### src/hdl/ssrg_pkg.sv
// ----------------------------------------------------------------------------
// ssrg_pkg
// Shared constants, types and rate functions for the speed slope ramp
// generator.
// ----------------------------------------------------------------------------
package ssrg_pkg;

   localparam int LOOP_RATE_HZ  = 16000;
   localparam int TICKS_PER_MS  = LOOP_RATE_HZ / 1000;
   localparam int SPEED_SCALE   = 100;
   localparam int REF_SPEED_RPM = 1000;
   localparam int FULL_SCALE    = SPEED_SCALE * REF_SPEED_RPM;

   localparam int BAND_SHORT_MS = 100;
   localparam int BAND_MID_MS   = 10000;
   localparam int BAND_LONG_MS  = 40000;

   localparam int SPEED_W     = 16;
   localparam int SCALED_W    = 24;
   localparam int SUM_W       = SCALED_W + 1;
   localparam int TIME_W      = 16;
   localparam int STEP_W      = 16;
   localparam int INTERVAL_W  = 8;
   localparam int NUM_W       = 22;
   localparam int DEN_W       = 16;
   localparam int DIV_CNT_W   = $clog2(NUM_W);
   localparam int CSR_INDEX_W = 2;
   localparam int CSR_DATA_W  = 16;

   localparam logic [CSR_INDEX_W-1:0] CSR_PLAN_MODE  = 2'd0;
   localparam logic [CSR_INDEX_W-1:0] CSR_ACCEL_TIME = 2'd1;
   localparam logic [CSR_INDEX_W-1:0] CSR_DECEL_TIME = 2'd2;

   localparam int STEP_MAX     = (1 << STEP_W) - 1;
   localparam int INTERVAL_MAX = (1 << INTERVAL_W) - 1;

   function automatic int sat_int(int value, int limit);
      return (value > limit) ? limit : value;
   endfunction

   localparam int INTERVAL_1MS = sat_int(1 * LOOP_RATE_HZ / 1000, INTERVAL_MAX);
   localparam int INTERVAL_4MS = sat_int(4 * LOOP_RATE_HZ / 1000, INTERVAL_MAX);
   localparam int INTERVAL_8MS = sat_int(8 * LOOP_RATE_HZ / 1000, INTERVAL_MAX);

   localparam int RESET_TIME_MS = 100;
   localparam int RESET_TICKS   = RESET_TIME_MS * LOOP_RATE_HZ / 1000;
   localparam int RESET_STEP    =
      sat_int(FULL_SCALE / ((RESET_TICKS == 0) ? 1 : RESET_TICKS), STEP_MAX);

   typedef struct packed {
      logic                  plan_mode;
      logic [STEP_W-1:0]     accel_step;
      logic [STEP_W-1:0]     decel_step;
      logic [INTERVAL_W-1:0] accel_interval;
      logic [INTERVAL_W-1:0] decel_interval;
      logic                  clear_done;
   } rate_type;

   typedef struct packed {
      logic             start;
      logic [NUM_W-1:0] numerator;
      logic [DEN_W-1:0] denominator;
   } div_req_type;

   typedef struct packed {
      logic             busy;
      logic             done;
      logic [NUM_W-1:0] quotient;
   } div_rsp_type;

   function automatic logic [NUM_W-1:0] rate_numerator(logic [TIME_W-1:0] t);
      if (t <= TIME_W'(BAND_MID_MS)) begin
         return NUM_W'(FULL_SCALE);
      end else if (t <= TIME_W'(BAND_LONG_MS)) begin
         return NUM_W'(4 * FULL_SCALE);
      end else begin
         return NUM_W'(8 * FULL_SCALE);
      end
   endfunction

   function automatic logic [DEN_W-1:0] rate_divisor(logic [TIME_W-1:0] t);
      logic [DEN_W-1:0] d;
      if (t <= TIME_W'(BAND_SHORT_MS)) begin
         d = DEN_W'(t * TICKS_PER_MS);
         if (d == '0) begin
            d = DEN_W'(1);
         end
      end else begin
         d = t;
      end
      return d;
   endfunction

   function automatic logic [INTERVAL_W-1:0] rate_interval(logic [TIME_W-1:0] t);
      if (t <= TIME_W'(BAND_SHORT_MS)) begin
         return '0;
      end else if (t <= TIME_W'(BAND_MID_MS)) begin
         return INTERVAL_W'(INTERVAL_1MS);
      end else if (t <= TIME_W'(BAND_LONG_MS)) begin
         return INTERVAL_W'(INTERVAL_4MS);
      end else begin
         return INTERVAL_W'(INTERVAL_8MS);
      end
   endfunction

   function automatic logic [STEP_W-1:0] sat_step(logic [NUM_W-1:0] q);
      if (q > NUM_W'(STEP_MAX)) begin
         return '1;
      end else begin
         return q[STEP_W-1:0];
      end
   endfunction

endpackage

### src/hdl/ssrg_serial_divider.sv
// ----------------------------------------------------------------------------
// ssrg_serial_divider
// Restoring divider that produces one quotient bit per cycle.
// ----------------------------------------------------------------------------
module ssrg_serial_divider (
   input  logic                  clock,
   input  logic                  reset,
   input  ssrg_pkg::div_req_type div_req,
   output ssrg_pkg::div_rsp_type div_rsp
);
   import ssrg_pkg::*;

   logic                 busy_ff, busy_in;
   logic                 done_ff, done_in;
   logic [DIV_CNT_W-1:0] count_ff, count_in;
   logic [DEN_W-1:0]     rem_ff, rem_in;
   logic [NUM_W-1:0]     work_ff, work_in;
   logic [DEN_W-1:0]     den_ff, den_in;

   logic [DEN_W:0]       shifted;
   logic [DEN_W+1:0]     diff;
   logic                 fits;

   assign shifted = {rem_ff, work_ff[NUM_W-1]};
   assign diff    = {1'b0, shifted} - {2'b00, den_ff};
   assign fits    = ~diff[DEN_W+1];

   always_comb begin
      busy_in  = busy_ff;
      done_in  = 1'b0;
      count_in = count_ff;
      rem_in   = rem_ff;
      work_in  = work_ff;
      den_in   = den_ff;
      if (div_req.start) begin
         busy_in  = 1'b1;
         count_in = '0;
         rem_in   = '0;
         work_in  = div_req.numerator;
         den_in   = div_req.denominator;
      end else if (busy_ff) begin
         rem_in  = fits ? diff[DEN_W-1:0] : shifted[DEN_W-1:0];
         work_in = {work_ff[NUM_W-2:0], fits};
         if (count_ff == DIV_CNT_W'(NUM_W - 1)) begin
            busy_in = 1'b0;
            done_in = 1'b1;
         end else begin
            count_in = count_ff + 1'b1;
         end
      end
   end

   always_ff @(posedge clock) begin
      if (reset) begin
         busy_ff  <= 1'b0;
         done_ff  <= 1'b0;
         count_ff <= '0;
      end else begin
         busy_ff  <= busy_in;
         done_ff  <= done_in;
         count_ff <= count_in;
      end
   end

   always_ff @(posedge clock) begin
      rem_ff  <= rem_in;
      work_ff <= work_in;
      den_ff  <= den_in;
   end

   assign div_rsp.busy     = busy_ff;
   assign div_rsp.done     = done_ff;
   assign div_rsp.quotient = work_ff;

   a_done_not_busy : assert property (@(posedge clock) disable iff (reset)
      done_ff |-> !busy_ff)
      else $error("divider reports done while still busy");

   a_no_restart : assert property (@(posedge clock) disable iff (reset)
      div_req.start |-> !busy_ff)
      else $error("divider started while busy");

endmodule

### src/hdl/ssrg_rate_regs.sv
// ----------------------------------------------------------------------------
// ssrg_rate_regs
// Configuration registers and the step and interval values derived from the
// acceleration and deceleration times.
// ----------------------------------------------------------------------------
module ssrg_rate_regs (
   input  logic                              clock,
   input  logic                              reset,
   input  logic                              csr_write_enable,
   input  logic [ssrg_pkg::CSR_INDEX_W-1:0]  csr_index,
   input  logic [ssrg_pkg::CSR_DATA_W-1:0]   csr_write_data,
   input  logic                              core_idle,
   input  ssrg_pkg::div_rsp_type             div_rsp,
   output ssrg_pkg::div_req_type             div_req,
   output ssrg_pkg::rate_type                rate,
   output logic                              rate_busy
);
   import ssrg_pkg::*;

   logic                  plan_mode_ff, plan_mode_in;
   logic [TIME_W-1:0]     accel_time_ff, accel_time_in;
   logic [TIME_W-1:0]     decel_time_ff, decel_time_in;
   logic [STEP_W-1:0]     accel_step_ff, accel_step_in;
   logic [STEP_W-1:0]     decel_step_ff, decel_step_in;
   logic [INTERVAL_W-1:0] accel_interval_ff, accel_interval_in;
   logic [INTERVAL_W-1:0] decel_interval_ff, decel_interval_in;
   logic                  pend_accel_ff, pend_accel_in;
   logic                  pend_decel_ff, pend_decel_in;
   logic                  wait_ff, wait_in;
   logic                  owner_decel_ff, owner_decel_in;

   logic                  write_accel;
   logic                  write_decel;
   logic                  start;
   logic                  pick_decel;
   logic [TIME_W-1:0]     pick_time;

   assign write_accel = csr_write_enable && (csr_index == CSR_ACCEL_TIME);
   assign write_decel = csr_write_enable && (csr_index == CSR_DECEL_TIME);
   assign pick_decel  = !pend_accel_ff;
   assign pick_time   = pick_decel ? decel_time_ff : accel_time_ff;
   assign start       = !wait_ff && !div_rsp.busy && core_idle
                        && (pend_accel_ff || pend_decel_ff);

   assign div_req.start       = start;
   assign div_req.numerator   = rate_numerator(pick_time);
   assign div_req.denominator = rate_divisor(pick_time);

   always_comb begin
      plan_mode_in      = plan_mode_ff;
      accel_time_in     = accel_time_ff;
      decel_time_in     = decel_time_ff;
      accel_step_in     = accel_step_ff;
      decel_step_in     = decel_step_ff;
      accel_interval_in = accel_interval_ff;
      decel_interval_in = decel_interval_ff;
      pend_accel_in     = pend_accel_ff;
      pend_decel_in     = pend_decel_ff;
      wait_in           = wait_ff;
      owner_decel_in    = owner_decel_ff;

      if (wait_ff && div_rsp.done) begin
         wait_in = 1'b0;
         if (owner_decel_ff) begin
            decel_step_in = sat_step(div_rsp.quotient);
         end else begin
            accel_step_in = sat_step(div_rsp.quotient);
         end
      end

      if (start) begin
         wait_in        = 1'b1;
         owner_decel_in = pick_decel;
         if (pick_decel) begin
            pend_decel_in = 1'b0;
         end else begin
            pend_accel_in = 1'b0;
         end
      end

      if (csr_write_enable && (csr_index == CSR_PLAN_MODE)) begin
         plan_mode_in = csr_write_data[0];
      end
      if (write_accel) begin
         accel_time_in     = csr_write_data;
         accel_interval_in = rate_interval(csr_write_data);
         pend_accel_in     = 1'b1;
      end
      if (write_decel) begin
         decel_time_in     = csr_write_data;
         decel_interval_in = rate_interval(csr_write_data);
         pend_decel_in     = 1'b1;
      end
   end

   always_ff @(posedge clock) begin
      if (reset) begin
         plan_mode_ff      <= 1'b0;
         accel_time_ff     <= TIME_W'(RESET_TIME_MS);
         decel_time_ff     <= TIME_W'(RESET_TIME_MS);
         accel_step_ff     <= STEP_W'(RESET_STEP);
         decel_step_ff     <= STEP_W'(RESET_STEP);
         accel_interval_ff <= rate_interval(TIME_W'(RESET_TIME_MS));
         decel_interval_ff <= rate_interval(TIME_W'(RESET_TIME_MS));
         pend_accel_ff     <= 1'b0;
         pend_decel_ff     <= 1'b0;
         wait_ff           <= 1'b0;
         owner_decel_ff    <= 1'b0;
      end else begin
         plan_mode_ff      <= plan_mode_in;
         accel_time_ff     <= accel_time_in;
         decel_time_ff     <= decel_time_in;
         accel_step_ff     <= accel_step_in;
         decel_step_ff     <= decel_step_in;
         accel_interval_ff <= accel_interval_in;
         decel_interval_ff <= decel_interval_in;
         pend_accel_ff     <= pend_accel_in;
         pend_decel_ff     <= pend_decel_in;
         wait_ff           <= wait_in;
         owner_decel_ff    <= owner_decel_in;
      end
   end

   assign rate.plan_mode      = plan_mode_ff;
   assign rate.accel_step     = accel_step_ff;
   assign rate.decel_step     = decel_step_ff;
   assign rate.accel_interval = accel_interval_ff;
   assign rate.decel_interval = decel_interval_ff;
   assign rate.clear_done     = write_accel || write_decel;

   assign rate_busy = pend_accel_ff || pend_decel_ff || wait_ff;

endmodule

### src/hdl/ssrg_ramp_core.sv
// ----------------------------------------------------------------------------
// ssrg_ramp_core
// Per-tick ramp sequencer: takes a word, steps the scaled speed when a step is due,
// divides it back to rpm on the shared divider and presents the result word.
// ----------------------------------------------------------------------------
module ssrg_ramp_core (
   input  logic                                clock,
   input  logic                                reset,
   input  logic                                req_valid,
   output logic                                req_ready,
   input  logic                                req_drive_enable,
   input  logic signed [ssrg_pkg::SPEED_W-1:0] req_target_speed,
   output logic                                rsp_valid,
   input  logic                                rsp_ready,
   output logic signed [ssrg_pkg::SPEED_W-1:0] rsp_speed_command,
   output logic                                rsp_ramp_done,
   input  ssrg_pkg::rate_type                  rate,
   input  logic                                rate_busy,
   input  ssrg_pkg::div_rsp_type               div_rsp,
   output ssrg_pkg::div_req_type               div_req,
   output logic                                core_idle
);
   import ssrg_pkg::*;

   localparam logic [2:0] ST_IDLE  = 3'd0;
   localparam logic [2:0] ST_ADD   = 3'd1;
   localparam logic [2:0] ST_CLAMP = 3'd2;
   localparam logic [2:0] ST_DIV   = 3'd3;
   localparam logic [2:0] ST_OUT   = 3'd4;

   logic [2:0]                   state_ff, state_in;
   logic signed [SCALED_W-1:0]   scaled_ff, scaled_in;
   logic signed [SPEED_W-1:0]    planned_ff, planned_in;
   logic signed [SPEED_W-1:0]    latched_ff, latched_in;
   logic [INTERVAL_W-1:0]        countdown_ff, countdown_in;
   logic                         finished_ff, finished_in;
   logic                         rsp_valid_ff, rsp_valid_in;

   logic                         up_ff, up_in;
   logic [STEP_W-1:0]            step_ff, step_in;
   logic signed [SUM_W-1:0]      sum_ff, sum_in;
   logic signed [SCALED_W-1:0]   limit_ff, limit_in;
   logic                         neg_ff, neg_in;
   logic signed [SPEED_W-1:0]    res_speed_ff, res_speed_in;
   logic                         res_done_ff, res_done_in;
   logic signed [SPEED_W-1:0]    rsp_speed_ff, rsp_speed_in;
   logic                         rsp_done_ff, rsp_done_in;

   logic                         accept;
   logic                         fin;
   logic [INTERVAL_W-1:0]        cnt_next;
   logic                         use_acc;
   logic signed [SUM_W-1:0]      step_ext;
   logic signed [SUM_W-1:0]      limit_ext;
   logic signed [SUM_W-1:0]      clamped;
   logic [SUM_W-1:0]             mag;
   logic [SPEED_W-1:0]           quot;

   assign core_idle = (state_ff == ST_IDLE);
   assign req_ready = core_idle && !rate_busy;
   assign accept    = req_valid && req_ready;

   assign step_ext  = signed'({{(SUM_W - STEP_W){1'b0}}, step_ff});
   assign limit_ext = SUM_W'(limit_ff);
   assign quot      = div_rsp.quotient[SPEED_W-1:0];

   always_comb begin
      state_in      = state_ff;
      scaled_in     = scaled_ff;
      planned_in    = planned_ff;
      latched_in    = latched_ff;
      countdown_in  = countdown_ff;
      finished_in   = finished_ff;
      rsp_valid_in  = rsp_valid_ff;
      up_in         = up_ff;
      step_in       = step_ff;
      sum_in        = sum_ff;
      limit_in      = limit_ff;
      neg_in        = neg_ff;
      res_speed_in  = res_speed_ff;
      res_done_in   = res_done_ff;
      rsp_speed_in  = rsp_speed_ff;
      rsp_done_in   = rsp_done_ff;
      fin           = 1'b0;
      cnt_next      = '0;
      use_acc       = 1'b0;
      clamped       = sum_ff;
      mag           = '0;
      div_req.start       = 1'b0;
      div_req.numerator   = '0;
      div_req.denominator = DEN_W'(SPEED_SCALE);

      if (rate.clear_done) begin
         finished_in = 1'b0;
      end
      if (rsp_valid_ff && rsp_ready) begin
         rsp_valid_in = 1'b0;
      end

      unique case (state_ff)
         ST_IDLE: begin
            if (accept) begin
               state_in = ST_OUT;
               if (!req_drive_enable) begin
                  scaled_in    = '0;
                  planned_in   = '0;
                  latched_in   = '0;
                  countdown_in = '0;
                  finished_in  = 1'b0;
                  res_speed_in = '0;
                  res_done_in  = 1'b0;
               end else if (!rate.plan_mode) begin
                  res_speed_in = req_target_speed;
                  res_done_in  = 1'b1;
               end else begin
                  latched_in   = req_target_speed;
                  fin          = (req_target_speed != latched_ff) ? 1'b0 : finished_ff;
                  finished_in  = fin;
                  res_speed_in = planned_ff;
                  res_done_in  = fin;
                  if (!fin) begin
                     cnt_next     = (countdown_ff == '0) ? '0 : countdown_ff - 1'b1;
                     countdown_in = cnt_next;
                     if (cnt_next == '0) begin
                        if (req_target_speed > planned_ff) begin
                           use_acc      = !req_target_speed[SPEED_W-1]
                                          && (req_target_speed != '0)
                                          && !planned_ff[SPEED_W-1];
                           up_in        = 1'b1;
                           countdown_in = use_acc ? rate.accel_interval : rate.decel_interval;
                           step_in      = use_acc ? rate.accel_step : rate.decel_step;
                           state_in     = ST_ADD;
                        end else if (req_target_speed < planned_ff) begin
                           use_acc      = req_target_speed[SPEED_W-1]
                                          && (planned_ff[SPEED_W-1] || (planned_ff == '0));
                           up_in        = 1'b0;
                           countdown_in = use_acc ? rate.accel_interval : rate.decel_interval;
                           step_in      = use_acc ? rate.accel_step : rate.decel_step;
                           state_in     = ST_ADD;
                        end else begin
                           finished_in = 1'b1;
                           res_done_in = 1'b1;
                        end
                     end
                  end
               end
            end
         end
         ST_ADD: begin
            sum_in   = up_ff ? (SUM_W'(scaled_ff) + step_ext) : (SUM_W'(scaled_ff) - step_ext);
            limit_in = SCALED_W'(latched_ff * SPEED_SCALE);
            state_in = ST_CLAMP;
         end
         ST_CLAMP: begin
            if (up_ff) begin
               clamped = (sum_ff > limit_ext) ? limit_ext : sum_ff;
            end else begin
               clamped = (sum_ff < limit_ext) ? limit_ext : sum_ff;
            end
            mag               = clamped[SUM_W-1] ? (~clamped + 1'b1) : clamped;
            scaled_in         = SCALED_W'(clamped);
            neg_in            = clamped[SUM_W-1];
            div_req.start     = 1'b1;
            div_req.numerator = NUM_W'(mag);
            state_in          = ST_DIV;
         end
         ST_DIV: begin
            if (div_rsp.done) begin
               planned_in   = signed'(neg_ff ? (~quot + 1'b1) : quot);
               res_speed_in = planned_in;
               res_done_in  = 1'b0;
               state_in     = ST_OUT;
            end
         end
         ST_OUT: begin
            if (!rsp_valid_ff || rsp_ready) begin
               rsp_valid_in = 1'b1;
               rsp_speed_in = res_speed_ff;
               rsp_done_in  = res_done_ff;
               state_in     = ST_IDLE;
            end
         end
         default: begin
            state_in = ST_IDLE;
         end
      endcase
   end

   always_ff @(posedge clock) begin
      if (reset) begin
         state_ff     <= ST_IDLE;
         scaled_ff    <= '0;
         planned_ff   <= '0;
         latched_ff   <= '0;
         countdown_ff <= '0;
         finished_ff  <= 1'b0;
         rsp_valid_ff <= 1'b0;
      end else begin
         state_ff     <= state_in;
         scaled_ff    <= scaled_in;
         planned_ff   <= planned_in;
         latched_ff   <= latched_in;
         countdown_ff <= countdown_in;
         finished_ff  <= finished_in;
         rsp_valid_ff <= rsp_valid_in;
      end
   end

   always_ff @(posedge clock) begin
      up_ff        <= up_in;
      step_ff      <= step_in;
      sum_ff       <= sum_in;
      limit_ff     <= limit_in;
      neg_ff       <= neg_in;
      res_speed_ff <= res_speed_in;
      res_done_ff  <= res_done_in;
      rsp_speed_ff <= rsp_speed_in;
      rsp_done_ff  <= rsp_done_in;
   end

   assign rsp_valid         = rsp_valid_ff;
   assign rsp_speed_command = rsp_speed_ff;
   assign rsp_ramp_done     = rsp_done_ff;

   a_done_at_target : assert property (@(posedge clock) disable iff (reset)
      finished_ff |-> (planned_ff == latched_ff))
      else $error("ramp marked finished away from the latched target");

   a_busy_not_ready : assert property (@(posedge clock) disable iff (reset)
      (state_ff != ST_IDLE) |-> !req_ready)
      else $error("request ready while a tick is in progress");

   a_div_owned : assert property (@(posedge clock) disable iff (reset)
      (state_ff == ST_DIV) |-> (div_rsp.busy || div_rsp.done))
      else $error("waiting on a divider that is not running");

endmodule

### src/hdl/speed_slope_ramp_generator_top.sv
// ----------------------------------------------------------------------------
// speed_slope_ramp_generator_top
// Linear speed ramp generator for a speed loop, with a bit-serial divider
// shared between the rate setup and the per-tick rescale.
//
//   Channel  Direction  Handshake                    Word
//   req_     in         req_valid / req_ready        drive_enable, target_speed
//   rsp_     out        rsp_valid / rsp_ready        speed_command, ramp_done
//   csr_     in         csr_write_enable             csr_index, csr_write_data
//
// A tick that takes a ramp step passes the add and clamp states and the serial
// divider that rescales the speed by 100, plus the output transfer. Other ticks
// go straight from the idle state to the output transfer.
// A write to a time register occupies the divider, and req_ready stays low
// until the new step is stored.
// A result word waits in the output register while the next word is taken.
// Reset is synchronous and restores the control registers to their reset values.
// ----------------------------------------------------------------------------
module speed_slope_ramp_generator_top (
   input  logic                                clock,
   input  logic                                reset,
   input  logic                                req_valid,
   output logic                                req_ready,
   input  logic                                req_drive_enable,
   input  logic signed [ssrg_pkg::SPEED_W-1:0] req_target_speed,
   output logic                                rsp_valid,
   input  logic                                rsp_ready,
   output logic signed [ssrg_pkg::SPEED_W-1:0] rsp_speed_command,
   output logic                                rsp_ramp_done,
   input  logic                                csr_write_enable,
   input  logic [ssrg_pkg::CSR_INDEX_W-1:0]    csr_index,
   input  logic [ssrg_pkg::CSR_DATA_W-1:0]     csr_write_data
);
   import ssrg_pkg::*;

   rate_type    rate;
   logic        rate_busy;
   logic        core_idle;
   div_req_type core_div_req;
   div_req_type rate_div_req;
   div_req_type div_req;
   div_rsp_type div_rsp;

   assign div_req = core_div_req.start ? core_div_req : rate_div_req;

   ssrg_serial_divider u_divider (
      .clock   (clock),
      .reset   (reset),
      .div_req (div_req),
      .div_rsp (div_rsp)
   );

   ssrg_rate_regs u_rate_regs (
      .clock            (clock),
      .reset            (reset),
      .csr_write_enable (csr_write_enable),
      .csr_index        (csr_index),
      .csr_write_data   (csr_write_data),
      .core_idle        (core_idle),
      .div_rsp          (div_rsp),
      .div_req          (rate_div_req),
      .rate             (rate),
      .rate_busy        (rate_busy)
   );

   ssrg_ramp_core u_ramp_core (
      .clock             (clock),
      .reset             (reset),
      .req_valid         (req_valid),
      .req_ready         (req_ready),
      .req_drive_enable  (req_drive_enable),
      .req_target_speed  (req_target_speed),
      .rsp_valid         (rsp_valid),
      .rsp_ready         (rsp_ready),
      .rsp_speed_command (rsp_speed_command),
      .rsp_ramp_done     (rsp_ramp_done),
      .rate              (rate),
      .rate_busy         (rate_busy),
      .div_rsp           (div_rsp),
      .div_req           (core_div_req),
      .core_idle         (core_idle)
   );

endmodule
### config.mk
export PLATFORM = sky130hd
export DESIGN_NAME = speed_slope_ramp_generator_top
export DESIGN_NICKNAME = d
export VERILOG_FILES = /design/src/hdl/ssrg_pkg.sv /design/src/hdl/ssrg_serial_divider.sv /design/src/hdl/ssrg_rate_regs.sv /design/src/hdl/ssrg_ramp_core.sv /design/src/hdl/speed_slope_ramp_generator_top.sv
export SDC_FILE = /design/constraint.sdc
export NUM_CORES = 1
export LEC_CHECK = 0
export BUFFER_PORTS_ARGS = -buffer_cell sky130_fd_sc_hd__buf_2
export CORE_MARGIN = 2
export CORE_UTILIZATION = 45
export DETAILED_ROUTE_END_ITERATION = 8
export PLACE_DENSITY = 0.58
export SYNTH_ARGS = -nofsm -noshare
export SYNTH_HDL_FRONTEND = slang
export SYNTH_SLANG_ARGS = --single-unit
### constraint.sdc
create_clock -name clock -period 11.97 [get_ports clock]
set_input_delay 1.7955 -clock clock [delete_from_list [all_inputs] [get_ports clock]]
set_output_delay 1.7955 -clock clock [all_outputs]
set_load 0.02 [all_outputs]
==> metrics <==
unrepaired setup endpoints after global routing=no; Sw Share=0.282; final std cell area, no fill=0.0208 mm2; Setup violations, final=0; Final GP Congestion=0.893; slowest stage delay, CP=0.57 ns; Routed WL=50,400 um; Hold Crit Class=register to register; EDFF count, synth=137; Worst R2R Start=u_ramp_core.limit_ff[23]; Post-Synthesis Cells=2,069; Yosys top cell by area=edfxtp_1; Final Hold Fails=0; Hold Crit Start=u_ramp_core.res_speed_ff[11]; DRT Pass-1 Iters=5; Tmin final=5.11 ns; Critical Path Start=u_ramp_core.limit_ff[23]; outcome=complete, no violations; asr flop ratio synth=0; Net Sw Power=0.807 mW; total gr overflow=0; initial DRC count=1,286; Max Slew Vio Count=0; Worst path top cell family by delay=simple AND/OR/NAND/NOR gates; final hold slack=0.412 ns; post-CTS sizing=0; CTS Hold Bufs=0; Synth top area share=0.220; synthesized area per cell=9.05 um2; Final period util=0.427; Crit path required time=12.21 ns; vias=15,400; clock skew=0.0231 ns; # nets final=2,288; Clock Root Buffer=clkbuf_16; power share of the combinational group=0.164; CTS HTree Levels=2; initial antenna violation count=1; Setup TNS=0 ns; Routed Antenna Nets=0; syn_nets=2,261; DRC Markers=0; clock transition at the registers of the reported paths=0.06 ns; CP Class=register to register; WL/cell=19.0 um; library cells used by synthesis=87; Max Fanout on Critical Path=16; slowest CP cell=ha_1; setup repair bufs after CTS=0; Layout Area Growth over Synthesis=11.0%; Pleak=8.29 nW; Die X=208 um; # clock sinks=304; total die area=0.0433 mm2; Synth warnings=0; Rows=74; P_int=2.06 mW; top cells by count, synth=nor2_1, dfxtp_1, nand2_1; sequential group share of total power=0.425; Clock Power Share=0.411; largest net degree at the start of global routing=100; crit path DAT=5.35 ns; IR drop worst, VDD=0.000128 V; WP buf/inv=2; Worst setup EP type=register; max_cap viols=0; pwr dens=138 mW/mm2; dpl ws=6.62 ns; hpwl dp=36,800 um; share of cells above drive strength 1=0.0904; crit path launch type=register; flops & latches, synth=304; maximum clock rate=0.196 GHz; Die Height=208 um; Worst Max-Slew Pin Slew=1.12 ns; antenna cells=0; I/O pins=59; most common cell in the netlist=nor2_1; first-pass GRT wire length=79,100 um; CTS tree=yes; clk buf depth=3; all-layer global routing usage=0.228; total core area=0.0409 mm2; vias in the first global route=14,400; Via density=5.81; worst skew pair latency=0.56 ns; Port Buffers=58; register area share after synthesis=0.398; Synth area leaders=edfxtp_1, dfxtp_1, ha_1; Initial Utilization=0.458; final setup margin=6.86 ns; CP cell instances=inv_1, ha_1, nand4_1, nor4_4, o31a_4, nor3_4, mux2i_2, nor2_2, nand2_1, ha_1, inv_1, nor4_1, nand4_1, a2111oi_4, a21oi_1, o41ai_2, xnor2_1, o211ai_1; dominant synthesized flop cell=dfxtp_1; Post-DP Area=0.0195 mm2; cts bufs inserted=36; Slew HR=0.246; Mapped Area=0.0187 mm2
cell usage in the layout (no fill, tap or decap), types with 9 or more instances in the layout:
cell type	instances
o21ai_1	22
clkbuf_16	40
o22ai_1	21
or3_1	10
mux2_2	22
nand2b_1	17
dfxtp_1	167
inv_1	149
a211o_1	11
fa_1	16
o31ai_1	20
o211ai_1	10
xnor2_1	64
nor2b_1	11
buf_4	14
nor2_1	276
or4_1	9
buf_2	57
o21a_1	19
nand3b_1	13
or2_2	10
a31oi_1	16
mux2i_1	60
nand2_1	159
nand4_1	19
a211oi_1	35
edfxtp_1	137
xor2_1	43
a21oi_1	157
nor4_1	21
nand3_1	39
and3_1	16
a22oi_1	21
a21o_1	21
nor3_1	60
ha_1	136
o21ai_0	55
final timing paths:
| path | cells after the start | slack, ns | to |
|---|---|---|---|
| setup reg to reg | 18 | 6.86 | u_divider.work_ff[16] |
| hold reg to reg | 0 | 0.41 | u_ramp_core.rsp_speed_command[11] |
| hold / removal | 0 | 0.41 | u_ramp_core.rsp_speed_command[11] |
| setup / recovery | 18 | 6.86 | u_divider.work_ff[16] |
stage by stage:
stage	utilization	cells	total power, mW
floorplan	-	2069	1.57
detailed placement	0.476	2590	1.70
global route	0.508	2656	3.00
finish	0.508	2656	2.87
CTS	0.508	2656	2.89
global placement	0.476	2590	1.69
logic make-up after synthesis:
| family | synth area share |
|---|---|
| and+or+nand+nor | 0.173 |
| AOI/OAI and AO/OA | 0.175 |
| DFF | 0.398 |
| buffers and inverters | 0.0473 |
| adders and majority gates | 0.108 |
| xor gates and xnor gates | 0.0500 |
| muxes | 0.0484 |
worst register-to-register path, delay by kind of cell, from the launching register on:
family                   cells  cell delay [ns]
XOR/XNOR                     1             0.18
AO/OA/AOI/OAI                5             1.35
flip-flops                   1             0.37
AND/OR/NAND/NOR              7             1.41
adder cells (fa/ha/maj)      2             0.73
buffers and inverters        2             0.21
multiplexers                 1             0.54
power groups by stage:
| stage | Clock, mW | Combinational [mW] | Sequential [mW] |
|---|---|---|---|
| detailed placement | 0 | 0.464 | 1.24 |
| finish | 1.18 | 0.469 | 1.22 |
| floorplan | 0 | 0.348 | 1.22 |
| global route | 1.25 | 0.526 | 1.23 |
| CTS | 1.20 | 0.467 | 1.22 |
| global placement | 0 | 0.456 | 1.24 |
sequential cells by signal, summed over array words and instances, names as in the netlist, 5 cells and up:
signal / count
u_ramp_core.step_ff: 16
u_ramp_core.res_speed_ff: 16
u_divider.den_ff: 16
u_ramp_core.rsp_speed_command: 16
u_divider.count_ff: 5
u_ramp_core.limit_ff: 22
u_rate_regs.accel_step_ff: 16
u_divider.work_ff: 22
u_ramp_core.scaled_ff: 24
u_ramp_core.latched_ff: 16
u_ramp_core.planned_ff: 16
u_divider.rem_ff: 16
u_rate_regs.decel_time_ff: 16
u_rate_regs.accel_time_ff: 16
u_rate_regs.decel_step_ff: 16
u_ramp_core.sum_ff: 25
u_ramp_core.countdown_ff: 8
final cells by class:
type,instances,area (um2)
Timing Repair Buffer,71,390
Inverter,151,567
Clock inverter,16,194
Multi-Input combinational cell,1532,10400
Tap cell,532,666
Fill cell,3924,20100
Clock buffer,50,1100
Sequential cell,304,7460
routing by layer:
metal | global-route usage | part of all wire | vias up
met4 | 0.0643 | 0.023 | 0
met2 | 0.350 | 0.44 | 417
li1 | - | - | 7528
met5 | 0 | 0 | -
met1 | 0.330 | 0.48 | 7401
met3 | 0.0382 | 0.057 | 76
Note: power is estimated with default switching activity, not from simulation.
